### config.mk
export PLATFORM = sky130hd
export DESIGN_NAME = rc_serial_channel_deframer_unit
export DESIGN_NICKNAME = d
export VERILOG_FILES = /design/src/rtl/core/rcd_pkg.sv /design/src/rtl/core/rcd_scale.sv /design/src/rtl/core/rcd_ctrl.sv /design/src/rtl/core/rc_serial_channel_deframer_unit.sv
export SDC_FILE = /design/constraint.sdc
export NUM_CORES = 1
export LEC_CHECK = 0
export BUFFER_PORTS_ARGS = -buffer_cell sky130_fd_sc_hd__buf_2
export CORE_ASPECT_RATIO = 1.1
export CORE_MARGIN = 2
export CORE_UTILIZATION = 35
export CTS_CLUSTER_DIAMETER = 200
export DETAILED_ROUTE_END_ITERATION = 16
export SKIP_LAST_GASP = 1
export SYNTH_ARGS = -nofsm -noshare
export SYNTH_HDL_FRONTEND = slang
export SYNTH_HIERARCHICAL = 1
export SYNTH_SLANG_ARGS = --single-unit
### constraint.sdc
create_clock -name clk -period 7.2 [get_ports clk]
set_input_delay 1.44 -clock clk [delete_from_list [all_inputs] [get_ports clk]]
set_output_delay 1.44 -clock clk [all_outputs]
set_load 0.01 [all_outputs]
### src/rtl/core/rcd_pkg.sv
// ----------------------------------------------------------------------------
// rcd_pkg
// Shared types and constants of the serial channel deframer.
// ----------------------------------------------------------------------------
`default_nettype none

package rcd_pkg;

	localparam int MAX_AXES          = 8;
	localparam int SYNC_HITS_NEEDED  = 5;
	localparam int AXIS_LIMIT        = (MAX_AXES > 15) ? 15 : MAX_AXES;

	localparam int BYTE_W   = 8;
	localparam int BTN_W    = 4;
	localparam int HITS_W   = 3;
	localparam int AXIS_W   = 3;
	localparam int POS_W    = 16;
	localparam int COUNT_W  = 5;
	localparam int CFG_IDX_W = 2;
	localparam int DIFF_W   = 10;

	localparam logic [CFG_IDX_W-1:0] REG_SYNC_THRESHOLD = 2'd0;
	localparam logic [CFG_IDX_W-1:0] REG_BUTTON_SLOTS   = 2'd1;

	localparam logic [BYTE_W-1:0] SYNC_THRESHOLD_RST = 8'd255;
	localparam logic [BTN_W-1:0]  BUTTON_SLOTS_RST   = 4'd0;

	localparam logic KIND_AXIS  = 1'b0;
	localparam logic KIND_COUNT = 1'b1;

	localparam logic [HITS_W-1:0] HITS_MAX  = 3'd7;
	localparam logic [BYTE_W-1:0] COUNT_MAX = 8'd255;

	// byte*65536+175 over 350 equals (byte*32768+87) over 175,
	// done as a multiply by ceil(2^32/175) and a 32 bit shift
	localparam int                POS_NUM_W   = 24;
	localparam int                POS_RECIP_W = 25;
	localparam int                POS_SHIFT   = 32;
	localparam logic [14:0]       POS_HALF    = 15'd87;
	localparam logic [POS_RECIP_W-1:0] POS_RECIP = 25'd24542671;
	localparam logic [16:0]       POS_OFFSET  = 17'd16384;

	typedef enum logic [1:0] {
		PH_HUNT  = 2'd0,
		PH_COUNT = 2'd1,
		PH_SYNC  = 2'd2
	} phase_t;

	typedef struct packed {
		logic                      valid;
		logic                      kind;
		logic [AXIS_W-1:0]         axis;
		logic signed [COUNT_W-1:0] count;
	} ctrl_res_t;

endpackage

`default_nettype wire

### src/rtl/core/rcd_scale.sv
// ----------------------------------------------------------------------------
// rcd_scale
// Maps a data byte to its signed Q1.15 stick position, byte/175 - 0.5.
// ----------------------------------------------------------------------------
`default_nettype none

module rcd_scale
	import rcd_pkg::*;
(
	input  wire logic [BYTE_W-1:0]       rx_byte,
	output logic signed [POS_W-1:0]      position
);

	logic [POS_NUM_W-1:0]                 num;
	logic [POS_NUM_W+POS_RECIP_W-1:0]     prod;
	logic [16:0]                          quot;
	logic [16:0]                          diff;

	always_comb begin
		num      = {1'b0, rx_byte, POS_HALF};
		prod     = num * POS_RECIP;
		quot     = prod[POS_SHIFT +: 17];
		diff     = quot - POS_OFFSET;
		position = signed'(diff[POS_W-1:0]);
	end

endmodule

`default_nettype wire

### src/rtl/core/rcd_ctrl.sv
// ----------------------------------------------------------------------------
// rcd_ctrl
// Sync hunt, slot counting and slot tracking for the deframer.
// ----------------------------------------------------------------------------
`default_nettype none

module rcd_ctrl
	import rcd_pkg::*;
(
	input  wire logic              clk,
	input  wire logic              arst_n,
	input  wire logic              step,
	input  wire logic [BYTE_W-1:0] rx_byte,
	input  wire logic [BYTE_W-1:0] sync_threshold,
	input  wire logic [BTN_W-1:0]  button_slots,
	output ctrl_res_t              res
);

	phase_t              phase_q, phase_d;
	logic [HITS_W-1:0]   hits_q, hits_d;
	logic [BYTE_W-1:0]   slots_q, slots_d;
	logic [BYTE_W-1:0]   slot_pos_q, slot_pos_d;

	logic                       is_sync;
	logic signed [DIFF_W-1:0]   diff_cnt;
	logic signed [DIFF_W-1:0]   diff_ch;
	logic [HITS_W-1:0]          hits_inc;

	always_ff @(posedge clk or negedge arst_n) begin
		if (!arst_n) begin
			phase_q    <= PH_HUNT;
			hits_q     <= '0;
			slots_q    <= '0;
			slot_pos_q <= '0;
		end else if (step) begin
			phase_q    <= phase_d;
			hits_q     <= hits_d;
			slots_q    <= slots_d;
			slot_pos_q <= slot_pos_d;
		end
	end

	always_comb begin
		is_sync  = rx_byte >= sync_threshold;
		diff_cnt = signed'({2'b00, slots_q}) - signed'({6'd0, button_slots});
		diff_ch  = signed'({2'b00, slot_pos_q}) - signed'({6'd0, button_slots});
		hits_inc = hits_q + ((is_sync && hits_q < HITS_MAX) ? 3'd1 : 3'd0);

		phase_d    = phase_q;
		hits_d     = hits_q;
		slots_d    = slots_q;
		slot_pos_d = slot_pos_q;
		res        = '0;

		case (phase_q)
			PH_COUNT: begin
				hits_d = '0;
				if (!is_sync) begin
					if (slots_q < COUNT_MAX)
						slots_d = slots_q + 8'd1;
				end else begin
					phase_d   = PH_SYNC;
					res.valid = 1'b1;
					res.kind  = KIND_COUNT;
					if (diff_cnt > DIFF_W'(AXIS_LIMIT))
						res.count = COUNT_W'(AXIS_LIMIT);
					else
						res.count = diff_cnt[COUNT_W-1:0];
				end
			end
			PH_SYNC: begin
				if (is_sync) begin
					slot_pos_d = '0;
				end else begin
					if (diff_ch >= 0 && diff_ch < DIFF_W'(MAX_AXES)) begin
						res.valid = 1'b1;
						res.kind  = KIND_AXIS;
						res.axis  = diff_ch[AXIS_W-1:0];
					end
					if (slot_pos_q < COUNT_MAX)
						slot_pos_d = slot_pos_q + 8'd1;
				end
			end
			default: begin
				phase_d = PH_HUNT;
				hits_d  = hits_inc;
				if (hits_inc >= HITS_W'(SYNC_HITS_NEEDED)) begin
					phase_d = PH_COUNT;
					slots_d = '0;
				end
			end
		endcase
	end

endmodule

`default_nettype wire

### src/rtl/core/rc_serial_channel_deframer_unit.sv
// data path: a byte is taken into the input register; once the output is free,
//   any result beat it yields is registered into the output register
// throughput: one byte per cycle when the output is free, set by the single pass
//   from the input register through the scaler multiplier into the output register
// reset: arst_n clears phase, counters and valid flags; registers reload
//   sync_threshold 255 and button_slots 0
// ----------------------------------------------------------------------------
// rc_serial_channel_deframer_unit
// Deframes radio-control serial bytes into axis positions and channel count.
// ----------------------------------------------------------------------------
`default_nettype none

module rc_serial_channel_deframer_unit
	import rcd_pkg::*;
(
	input  wire logic                 clk,
	input  wire logic                 arst_n,
	input  wire logic                 cfg_we,
	input  wire logic [CFG_IDX_W-1:0] cfg_index,
	input  wire logic [BYTE_W-1:0]    cfg_wdata,
	input  wire logic                 s_tvalid,
	output logic                      s_tready,
	input  wire logic [7:0]           s_tdata,   // rx_byte
	output logic                      m_tvalid,
	input  wire logic                 m_tready,
	output logic [23:0]               m_tdata,   // axis_index, position, channel_count
	output logic                      m_tuser    // result_kind
);

	logic [BYTE_W-1:0]          sync_threshold_q;
	logic [BTN_W-1:0]           button_slots_q;

	logic                       valid_s1;
	logic [BYTE_W-1:0]          byte_s1;

	logic                       valid_s2;
	logic                       kind_s2;
	logic [AXIS_W-1:0]          axis_s2;
	logic signed [POS_W-1:0]    pos_s2;
	logic signed [COUNT_W-1:0]  count_s2;

	logic                       out_free;
	logic                       adv;
	ctrl_res_t                  res;
	logic signed [POS_W-1:0]    position;

	assign out_free = !valid_s2 || m_tready;
	assign adv      = valid_s1 && out_free;
	assign s_tready = !valid_s1 || out_free;

	always_ff @(posedge clk or negedge arst_n) begin
		if (!arst_n) begin
			sync_threshold_q <= SYNC_THRESHOLD_RST;
			button_slots_q   <= BUTTON_SLOTS_RST;
		end else if (cfg_we) begin
			case (cfg_index)
				REG_SYNC_THRESHOLD: sync_threshold_q <= cfg_wdata;
				REG_BUTTON_SLOTS:   button_slots_q   <= cfg_wdata[BTN_W-1:0];
				default: ;
			endcase
		end
	end

	always_ff @(posedge clk or negedge arst_n) begin
		if (!arst_n) begin
			valid_s1 <= 1'b0;
		end else if (s_tready) begin
			valid_s1 <= s_tvalid;
		end
	end

	always_ff @(posedge clk) begin
		if (s_tready && s_tvalid)
			byte_s1 <= s_tdata;
	end

	rcd_ctrl u_ctrl (
		.clk            (clk),
		.arst_n         (arst_n),
		.step           (adv),
		.rx_byte        (byte_s1),
		.sync_threshold (sync_threshold_q),
		.button_slots   (button_slots_q),
		.res            (res)
	);

	rcd_scale u_scale (
		.rx_byte  (byte_s1),
		.position (position)
	);

	always_ff @(posedge clk or negedge arst_n) begin
		if (!arst_n) begin
			valid_s2 <= 1'b0;
		end else if (out_free) begin
			valid_s2 <= adv && res.valid;
		end
	end

	always_ff @(posedge clk) begin
		if (adv && res.valid) begin
			kind_s2  <= res.kind;
			axis_s2  <= res.axis;
			pos_s2   <= (res.kind == KIND_AXIS) ? position : '0;
			count_s2 <= res.count;
		end
	end

	assign m_tvalid = valid_s2;
	assign m_tuser  = kind_s2;
	assign m_tdata  = {count_s2, pos_s2, axis_s2};

endmodule

`default_nettype wire

**Word level (Yosys, flattened, before mapping)**

Cells that the tools add are included.

- Flip-flop bits (word level): 68
- Input bits: 23
- Output and inout bits: 27
- Word-level logic and storage cells: 76

- Reduce and logical (&&, ||, !) cells: 21
- $lt $le $gt $ge: 8
- $add $sub $neg: 6
- Bitwise gates (word level): 4
- Multipliers: 1
- Equal/unequal tests: 6
- Mux-type cells: 16

Operators by type and width:

| kind | count |
|---|---|
| $mul 23x25->48 const B | 1 |
| $mux 8 | 5 |
| $sub 8x4->9 | 2 |
| $add 8x1->8 const B | 2 |
| $lt 8x8->1 const B | 2 |
| $pmux 8 s2 | 1 |
| $sub 16x15->16 const B | 1 |
| $mux 5 | 2 |
| $ge 9x1->1 const B | 1 |
| $gt 9x5->1 const B | 1 |
| $lt 9x5->1 const B | 1 |
| $ge 8x8->1 | 1 |
| $pmux 2 s2 | 2 |
| $reduce_and 2->1 | 4 |
| $pmux 3 s2 | 1 |
| $reduce_and 3->1 | 2 |
| $reduce_or 3->1 | 2 |
| $logic_and 1x1->1 | 5 |
| $reduce_and 5->1 | 1 |
| $eq 2x1->1 const B | 2 |
| $mux 2 | 2 |
| $mux 4 | 1 |
| $ne 2x1->1 const B | 2 |
| $not 1->1 | 4 |
| 10 further kinds | 14 |

**Logic depth before layout (Yosys ltp)**

Gate-level depths: netlist (run 1).

- Word-level depth: 7
- Depth in mapped cells: 23
- Gate-level depth less buffers: 23

**Cells and area by module**

The synthesis (run 1) kept the hierarchy.

By module, submodules not included:

| module | times used | cells an instance | seq. area each (µm²) | area each (µm²) |
|---|---|---|---|---|
| rcd_scale | 1 | 517 | 0.0 | 4,825.9 |
| rcd_ctrl | 1 | 226 | 525.5 | 1,939.4 |
| rc_serial_channel_deframer_unit | 1 | 86 | 1,351.3 | 1,662.8 |

**Worst setup path after synthesis (run 1)**

Ideal clock, no wire load.

- Kind: flip-flop to flip-flop
- Start: register byte_s1[2]
- End: register pos_s2[13], data pin
- Clock period less this slack: 5.662 ns
- Arrival: 5.395 ns
- Stages on the path, launching flop included: 20
- Library setup time: 0.266 ns
- Slack: 1.538 ns
- Required time: 6.934 ns
- Buffers on the path: 0
- Cell sequence: edfxtp_1 -> fa_1 -> fa_1 -> fa_1 -> inv_1 -> fa_1 -> ha_1 -> inv_1 -> ha_1 -> ha_1 -> ha_1 -> a21oi_1 -> o21ai_1 -> a311oi_2 -> and2_1 -> a211oi_2 -> a211oi_4 -> o21ai_1 -> xnor2_1 -> nor2b_1

- Elaborated cells between the ends (all ways): 6
- Classes of those cells: 1 x add/sub; 1 x mul; 1 x order compare; 3 x mux

RTL lines:

| what | line | text |
|---|---|---|
| from (decl) | rc_serial_channel_deframer_unit.sv:34 | `logic [BYTE_W-1:0] byte_s1;` |
| from (signal assigned) | rc_serial_channel_deframer_unit.sv:74 | `byte_s1 <= s_tdata;` |
| $mul 23x25->48 | rcd_scale.sv:21 | `prod = num * POS_RECIP;` |
| $sub 16x15->16 | rcd_scale.sv:23 | `diff = quot - POS_OFFSET;` |
| via position[13] | rc_serial_channel_deframer_unit.sv:45 | `logic signed [POS_W-1:0] position;` |
| to (signal assigned) | rc_serial_channel_deframer_unit.sv:104 | `pos_s2 <= (res.kind == KIND_AXIS) ? position : '0;` |
| to (decl) | rc_serial_channel_deframer_unit.sv:39 | `logic signed [POS_W-1:0] pos_s2;` |

The timed path passes the listed nets, and every way through them passes these cells.
A chain may end at the register's enable or synchronous reset.

**Final worst setup path (run 1)**

- Start: register byte_s1[2]
- End: register pos_s2[15], data pin

The elaborated chain is that of the path after synthesis.

==> flow_summary.rst, run 1 <==
.. list-table::
   :header-rows: 1

   * - Metric
     - Value
   * - WP data required
     - 7.27 ns
   * - Routed WL
     - 17800 um
   * - Commonest cells after routing, fill and taps aside
     - ha_1 (178), inv_1 (150), fa_1 (66)
   * - Initial antenna violation count
     - 1
   * - Last weighted congestion value of the routability-driven placer
     - 0.852
   * - Routed Antenna Nets
     - 0
   * - Root Buffer
     - clkbuf_16
   * - Initial cell density of the core
     - 0.357
   * - Number of hold-slack violations in the final timing report
     - 0
   * - Floorplan die height
     - 167 um
   * - Final setup TNS
     - 0 ns
   * - Number of max-slew violations in the final report
     - 0
   * - Post-layout net count
     - 1151
   * - Total number of yosys warnings
     - 6
   * - Drt first pass iters
     - 4
   * - Number of standard cells after synthesis
     - 829
   * - Sequential standard cell area
     - 1880 um2
   * - Cells after DPL
     - 1178
   * - Via count of the first global-routing pass
     - 6090
   * - Area used by multi-input combinational logic
     - 5960 um2
   * - Post-Syn Area per Cell
     - 10.2 um2
   * - Highest achievable clock rate
     - 0.158 GHz
   * - Slew headroom
     - 0.339
   * - Area Growth Syn to Fin
     - 11.0%
   * - Tcrit/Tclk final
     - 0.881
   * - Final setup viols
     - 0
   * - Total overflow reported by the global router
     - 0
   * - Mapped cell area
     - 8430 um2
   * - Slowest stage cell, crit path
     - fa_1
   * - Number of fill cells in the layout
     - 2371
   * - Inserted Clock Buffers
     - 9
   * - Run status
     - completed
   * - Unrepaired setup endpoints after global routing
     - no
   * - First-pass GRT wire length
     - 30000 um
   * - Core Area
     - 23600 um2
   * - Hold-critical path depth
     - 2
   * - Post-synth top area share
     - 0.264
   * - Overall Global Routing Usage
     - 0.145
   * - Area enclosed by the die boundary
     - 25300 um2
   * - Distinct cell type count of the synthesized netlist
     - 81
   * - Flip-flop and latch count after synthesis
     - 68
   * - Crit-path max FO
     - 7
   * - Async set-or-reset flop fraction in the synthesized netlist
     - 0.515
   * - Post_cts resized
     - 0
   * - Register area share after synthesis
     - 0.223
   * - Largest incremental delay on the critical path
     - 0.88 ns
   * - Vias per std cell
     - 5.05
   * - Family of cells with the greatest summed delay on the critical path
     - adder cells
   * - Most area-hungry cell type in the Yosys netlist
     - ha_1
   * - I/O pins
     - 50
   * - Number of max-cap violations
     - 0
   * - Startpoint Class
     - register
   * - Longest Clk Path Bufs
     - 2
   * - Leading register cell type out of synthesis
     - edfxtp_1
   * - Commonest non-fill, non-tap cell in the layout
     - ha_1
   * - Post-CTS setup buffer count
     - 0
   * - Met2 wire length
     - 8920 um
   * - Syn Nets
     - 1096
   * - Biggest area contributors in the synthesized netlist
     - ha_1 (26%), fa_1 (16%), edfxtp_1 (12%)
   * - Layout Cells excl Fill
     - 1194
   * - Endpoint kind of the worst setup timing path
     - register
   * - Stages on the worst setup path
     - 19
   * - Post-synth EDFFs
     - 33
   * - Series of cell instances along the critical path
     - fa_1 -> inv_1 -> fa_1 -> fa_1 -> inv_1 -> fa_1 -> ha_1 -> ha_1 -> ha_1 -> ha_1 -> a21oi_1 -> o21ai_1 -> a22o_1 -> a31oi_1 -> a21boi_2 -> xnor2_2 -> xnor2_1 -> xnor2_1 -> nor2b_1
   * - Crit path arrival time
     - 6.41 ns
   * - CTS Hold Bufs
     - 0
   * - Number of DRC violations after detailed-routing iteration 0
     - 216
   * - Placement row count
     - 59
   * - Post-detailed-placement half-perimeter wirelength
     - 15100 um
   * - Via count
     - 6034
   * - Worst clock skew on the final layout
     - 0.0108 ns
   * - Clock slew at reported path FFs
     - 0.06 ns
   * - Fraction of final layout cells sized beyond drive strength 1
     - 0.125
   * - Bufs and invs on worst path
     - 2
   * - Worst-margin pin slew
     - 0.988 ns
   * - Number of sinks driven by the clock tree
     - 68
   * - Number of DRC violations after detailed routing
     - 0
   * - Maximum number of pins on one net before global-route repair
     - 36
   * - Total of buffers placed on input and output ports
     - 49
   * - CTS tree
     - built
   * - R2R depth
     - 19
   * - Number of antenna diodes
     - 0
   * - Width of the chip
     - 152 um
   * - Worst hold path type
     - register to register
   * - Met1 routed wirelength after detailed routing
     - 8130 um
   * - Clk Latency, worst-skew pair
     - 0.34 ns
   * - Critical Setup Path Class
     - register to register
   * - Length of routed met3 wiring
     - 405 um
   * - Final critical delay including setup and external delays
     - 6.34 ns
   * - Routed length per placed instance
     - 14.9 um
   * - Uppermost layer routed
     - met5
   * - H-Tree Level Count
     - 3
==> state kept, by name, indices dropped and copies added, names as in the netlist, 4 cells and up <==
register	count
button_slots_q	4
byte_s1	8
count_s2	5
pos_s2	16
sync_threshold_q	8
u_ctrl/slot_pos_q	8
u_ctrl/slots_q	8
==> path summary, 6_finish.rpt <==
kind                            slack (ns)                          from                                to
worst max register to register        0.86          byte_s1[2]$_DFFE_PP_          pos_s2[15]$_SDFFCE_PP0P_
worst min-delay path                  0.53  u_ctrl/hits_q[0]$_DFFE_PN0P_      u_ctrl/hits_q[0]$_DFFE_PN0P_
worst max-delay path                  0.86          byte_s1[2]$_DFFE_PP_          pos_s2[15]$_SDFFCE_PP0P_
worst min register to register        0.53  u_ctrl/hits_q[0]$_DFFE_PN0P_      u_ctrl/hits_q[0]$_DFFE_PN0P_
max in group asynchronous             5.48                        arst_n     u_ctrl/slots_q[4]$_DFFE_PN0P_
min in group asynchronous             1.19                        arst_n  u_ctrl/slot_pos_q[4]$_DFFE_PN0P_
==> per-layer routing <==
metal | track usage | vias up
met5 | 0 | -
met4 | 0.0488 | 2
met3 | 0.0187 | 19
met2 | 0.245 | 74
met1 | 0.192 | 2954
li1 | - | 2985
==> worst reg2reg max path: cells and delay by family (launching register included) <==
kind | cells | cell delay [ns]
buf+inv | 2 | 0.18
flops | 1 | 0.58
fa+ha+maj | 8 | 3.69
simple gates | 1 | 0.12
compound gates | 5 | 1.08
xor+xnor | 3 | 0.42
==> layout make-up <==
| type | count | share of cell area |
|---|---|---|
| Clock inverter | 5 | 0.00615 |
| Multi-Input combinational cell | 603 | 0.637 |
| Tap cell | 305 | 0.0408 |
| Sequential cell | 68 | 0.201 |
| Timing Repair Buffer | 51 | 0.0278 |
| Clock buffer | 11 | 0.0272 |
| Inverter | 151 | 0.0606 |
==> through the flow <==
| step | util | hold WS [ns] | area [um2] | worst slack (ns) |
|---|---|---|---|---|
| after global routing | 0.396 | 0.553 | 9350 | 0.475 |
| final | 0.396 | 0.526 | 9350 | 0.860 |
| after global placement | 0.383 | 0.489 | 9040 | 0.836 |
| after CTS | 0.396 | 0.529 | 9350 | 0.837 |
| after detailed placement | 0.383 | 0.515 | 9040 | 0.854 |
| after floorplan | - | 0.478 | 8430 | 1.54 |
==> Yosys cell counts (5+ instances only) <==
cell      instances
o21bai_1          6
a31oi_1           9
and2_1            8
nand2_1          43
xnor2_1          15
xor2_1           13
ha_1            178
dfstp_2           8
nand3b_1          6
dfrtp_1          27
nand2b_1         12
nor3_1            7
nand4_1          10
o21a_1            5
fa_1             66
nor2b_1          24
inv_1           150
o21ai_0           8
clkbuf_1          5
edfxtp_1         33
nor2_1           21
a21o_1           11
a21oi_1          40
mux2_2           13
nand3_1          19
o21ai_1           9
==> kinds of logic (layout without fill, tap and decap cells) <==
kind of cell | Yosys count | after routing | share of synthesized area
fa+ha+maj | 244 | 244 | 0.421
buf+inv | 158 | 218 | 0.0710
compound gates | 137 | 137 | 0.118
simple gates | 180 | 180 | 0.119
mux | 13 | 13 | 0.0174
xor+xnor | 29 | 29 | 0.0310
flops | 68 | 68 | 0.223
Power of run 1 is left out: the tool's default activity adds up to more than one toggle a clock period on the data nets, which glitch-free logic cannot reach.
==> run 2: changes to the inputs <==
--- a/config.mk
+++ b/config.mk
@@ -11,7 +11,9 @@
 export CORE_UTILIZATION = 35
 export CTS_CLUSTER_DIAMETER = 200
 export DETAILED_ROUTE_END_ITERATION = 16
+export PLACE_DENSITY = 0.49
 export SKIP_LAST_GASP = 1
+export SLEW_MARGIN = 20
 export SYNTH_ARGS = -nofsm -noshare
 export SYNTH_HDL_FRONTEND = slang
 export SYNTH_HIERARCHICAL = 1
==> run 2 against run 1 <==
  * Die area stayed put
  * Design area grew 0.76%
  * Setup slack lost 0.0063 ns
  * Count of clock-buffer cells in the layout unchanged
  * Critical path type unchanged
==> flow_summary.rst, run 2 (synthesis results as in run 1) <==
.. list-table::
   :header-rows: 1

   * - Metric
     - Value
   * - Endpoint of the most critical register-to-register path
     - pos_s2[15]$_SDFFCE_PP0P_
   * - Via count of the first global-routing pass
     - 5900
   * - Run status
     - completed
   * - Longest Clk Path Bufs
     - 2
   * - Final critical delay including setup and external delays
     - 6.35 ns
   * - Number of hold-slack violations in the final timing report
     - 0
   * - I/O pins
     - 50
   * - Total of buffers placed on input and output ports
     - 49
   * - Post-detailed-placement half-perimeter wirelength
     - 15500 um
   * - Placement row count
     - 59
   * - Fraction of final layout cells sized beyond drive strength 1
     - 0.129
   * - Crit-path max FO
     - 7
   * - Inserted Clock Buffers
     - 9
   * - Endpoint kind of the worst setup timing path
     - register
   * - Unrepaired setup endpoints after global routing
     - no
   * - Slew headroom
     - 0.455
   * - Root Buffer
     - clkbuf_16
   * - Via count
     - 5981
   * - Hold-critical path depth
     - 1
   * - Initial cell density of the core
     - 0.357
   * - Startpoint Class
     - register
   * - Critical Setup Path Class
     - register to register
   * - Routed length per placed instance
     - 15.4 um
   * - Post-layout net count
     - 1153
   * - Clk Latency, worst-skew pair
     - 0.34 ns
   * - Area enclosed by the die boundary
     - 25300 um2
   * - Register with the most flip-flops
     - pos_s2
   * - Area Growth Syn to Fin
     - 11.8%
   * - Vias per std cell
     - 5.00
   * - Worst Min Path Start
     - button_slots_q[3]$_DFFE_PN0P_
   * - Width of the chip
     - 152 um
   * - CTS Hold Bufs
     - 0
   * - Flop2flop setup slack
     - 0.85 ns
   * - Commonest non-fill, non-tap cell in the layout
     - ha_1
   * - Number of fill cells in the layout
     - 2391
   * - Final setup TNS
     - 0 ns
   * - Final setup viols
     - 0
   * - Number of max-cap violations
     - 0
   * - Number of DRC violations after detailed-routing iteration 0
     - 274
   * - Worst-margin pin slew
     - 0.817 ns
   * - Floorplan die height
     - 167 um
   * - Number of DRC violations after detailed routing
     - 0
   * - Maximum number of pins on one net before global-route repair
     - 36
   * - Initial antenna violation count
     - 0
   * - Worst hold path type
     - register to register
   * - Worst-case hold path end point
     - button_slots_q[3]$_DFFE_PN0P_
   * - Overall Global Routing Usage
     - 0.148
   * - Area used by multi-input combinational logic
     - 5960 um2
   * - Clock slew at reported path FFs
     - 0.06 ns
   * - First-pass GRT wire length
     - 30200 um
   * - WP data required
     - 7.27 ns
   * - Post-CTS setup buffer count
     - 0
   * - Last weighted congestion value of the routability-driven placer
     - 0.832
   * - Routed WL
     - 18400 um
   * - Worst clock skew on the final layout
     - 0.00949 ns
   * - H-Tree Level Count
     - 3
   * - Highest achievable clock rate
     - 0.158 GHz
   * - Crit path arrival time
     - 6.41 ns
   * - Sequential standard cell area
     - 1880 um2
   * - R2R depth
     - 19
   * - Post_cts resized
     - 0
   * - Number of antenna diodes
     - 0
   * - Core Area
     - 23600 um2
   * - Tcrit/Tclk final
     - 0.881
   * - Largest register FFs
     - 16
   * - Total overflow reported by the global router
     - 0
   * - Number of sinks driven by the clock tree
     - 68
   * - Routed Antenna Nets
     - 0
   * - Commonest cells after routing, fill and taps aside
     - ha_1 (178), inv_1 (150), fa_1 (66)
   * - CTS tree
     - built
   * - Number of max-slew violations in the final report
     - 0
   * - Reg2reg start
     - byte_s1[5]$_DFFE_PP_
   * - Drt first pass iters
     - 4
[run 2: cell types whose count changed in the layout (fill, tap and decap cells not counted)]
| cell | before | now |
|---|---|---|
| inv_4 | 1 | 0 |
| clkinvlp_4 | 1 | 0 |
| buf_4 | 2 | 4 |
| a31oi_2 | 0 | 1 |
| clkbuf_16 | 10 | 11 |
| clkinv_4 | 0 | 2 |
| clkinv_2 | 1 | 0 |
| a31oi_1 | 9 | 8 |
| clkbuf_1 | 1 | 0 |
| bufinv_16 | 1 | 2 |
[run 2: through the flow]
stage | cell area [um2] | hold WS [ns] | setup WS (ns) | util | std cells
2_1_floorplan | 8430 | 0.478 | 1.54 | - | 829
3_3_place_gp | 9060 | 0.492 | 0.811 | 0.383 | 1180
3_5_place_dp | 9060 | 0.500 | 0.833 | 0.383 | 1180
4_1_cts | 9420 | 0.513 | 0.803 | 0.399 | 1196
5_1_grt | 9420 | 0.527 | 0.586 | 0.399 | 1196
6_report | 9420 | 0.507 | 0.854 | 0.399 | 1196
[run 2: layer usage]
metal,up-vias,global-route usage,part of all wire
li1,2979,-,-
met1,2918,0.197,0.46
met2,76,0.256,0.50
met3,8,0.0190,0.030
met4,0,0.0341,0.0092
met5,-,0,0
[run 2: worst max path at each step]
stage	depth (start not counted)	from	endpoint	slack [ns]
after floorplan	19	byte_s1[2]$_DFFE_PP_	pos_s2[13]$_SDFFCE_PP0P_	1.54
after global placement	19	byte_s1[5]$_DFFE_PP_	pos_s2[15]$_SDFFCE_PP0P_	0.81
after detailed placement	19	byte_s1[5]$_DFFE_PP_	pos_s2[15]$_SDFFCE_PP0P_	0.83
after CTS	19	byte_s1[5]$_DFFE_PP_	pos_s2[15]$_SDFFCE_PP0P_	0.80
after global routing	21	byte_s1[5]$_DFFE_PP_	pos_s2[12]$_SDFFCE_PP0P_	0.59
final	19	byte_s1[5]$_DFFE_PP_	pos_s2[15]$_SDFFCE_PP0P_	0.85
[run 2: critical path, stage by stage, from the launching register on]
cell and delay [ns]:
edfxtp_1 0.58, fa_1 0.76, inv_1 0.20, fa_1 0.55, fa_1 0.45, fa_1 0.60
inv_1 0.06, ha_1 0.30, ha_1 0.30, ha_1 0.30, ha_1 0.38, a21oi_2 0.19
a21oi_1 0.10, a311oi_2 0.34, and2_1 0.20, a211oi_2 0.10, a211oi_4 0.29, o21ai_1 0.12
xnor2_1 0.12, nor2b_1 0.13
[run 2: area by class of cell]
type / count / share of cell area
inverters: 151 / 0.0601
clock buffers: 11 / 0.0292
well taps: 305 / 0.0405
flip-flops and latches: 68 / 0.199
clock inverters: 5 / 0.00916
multi-input cells: 603 / 0.633
repair buffers: 53 / 0.0292
Power of run 2 is left out for the same reason.
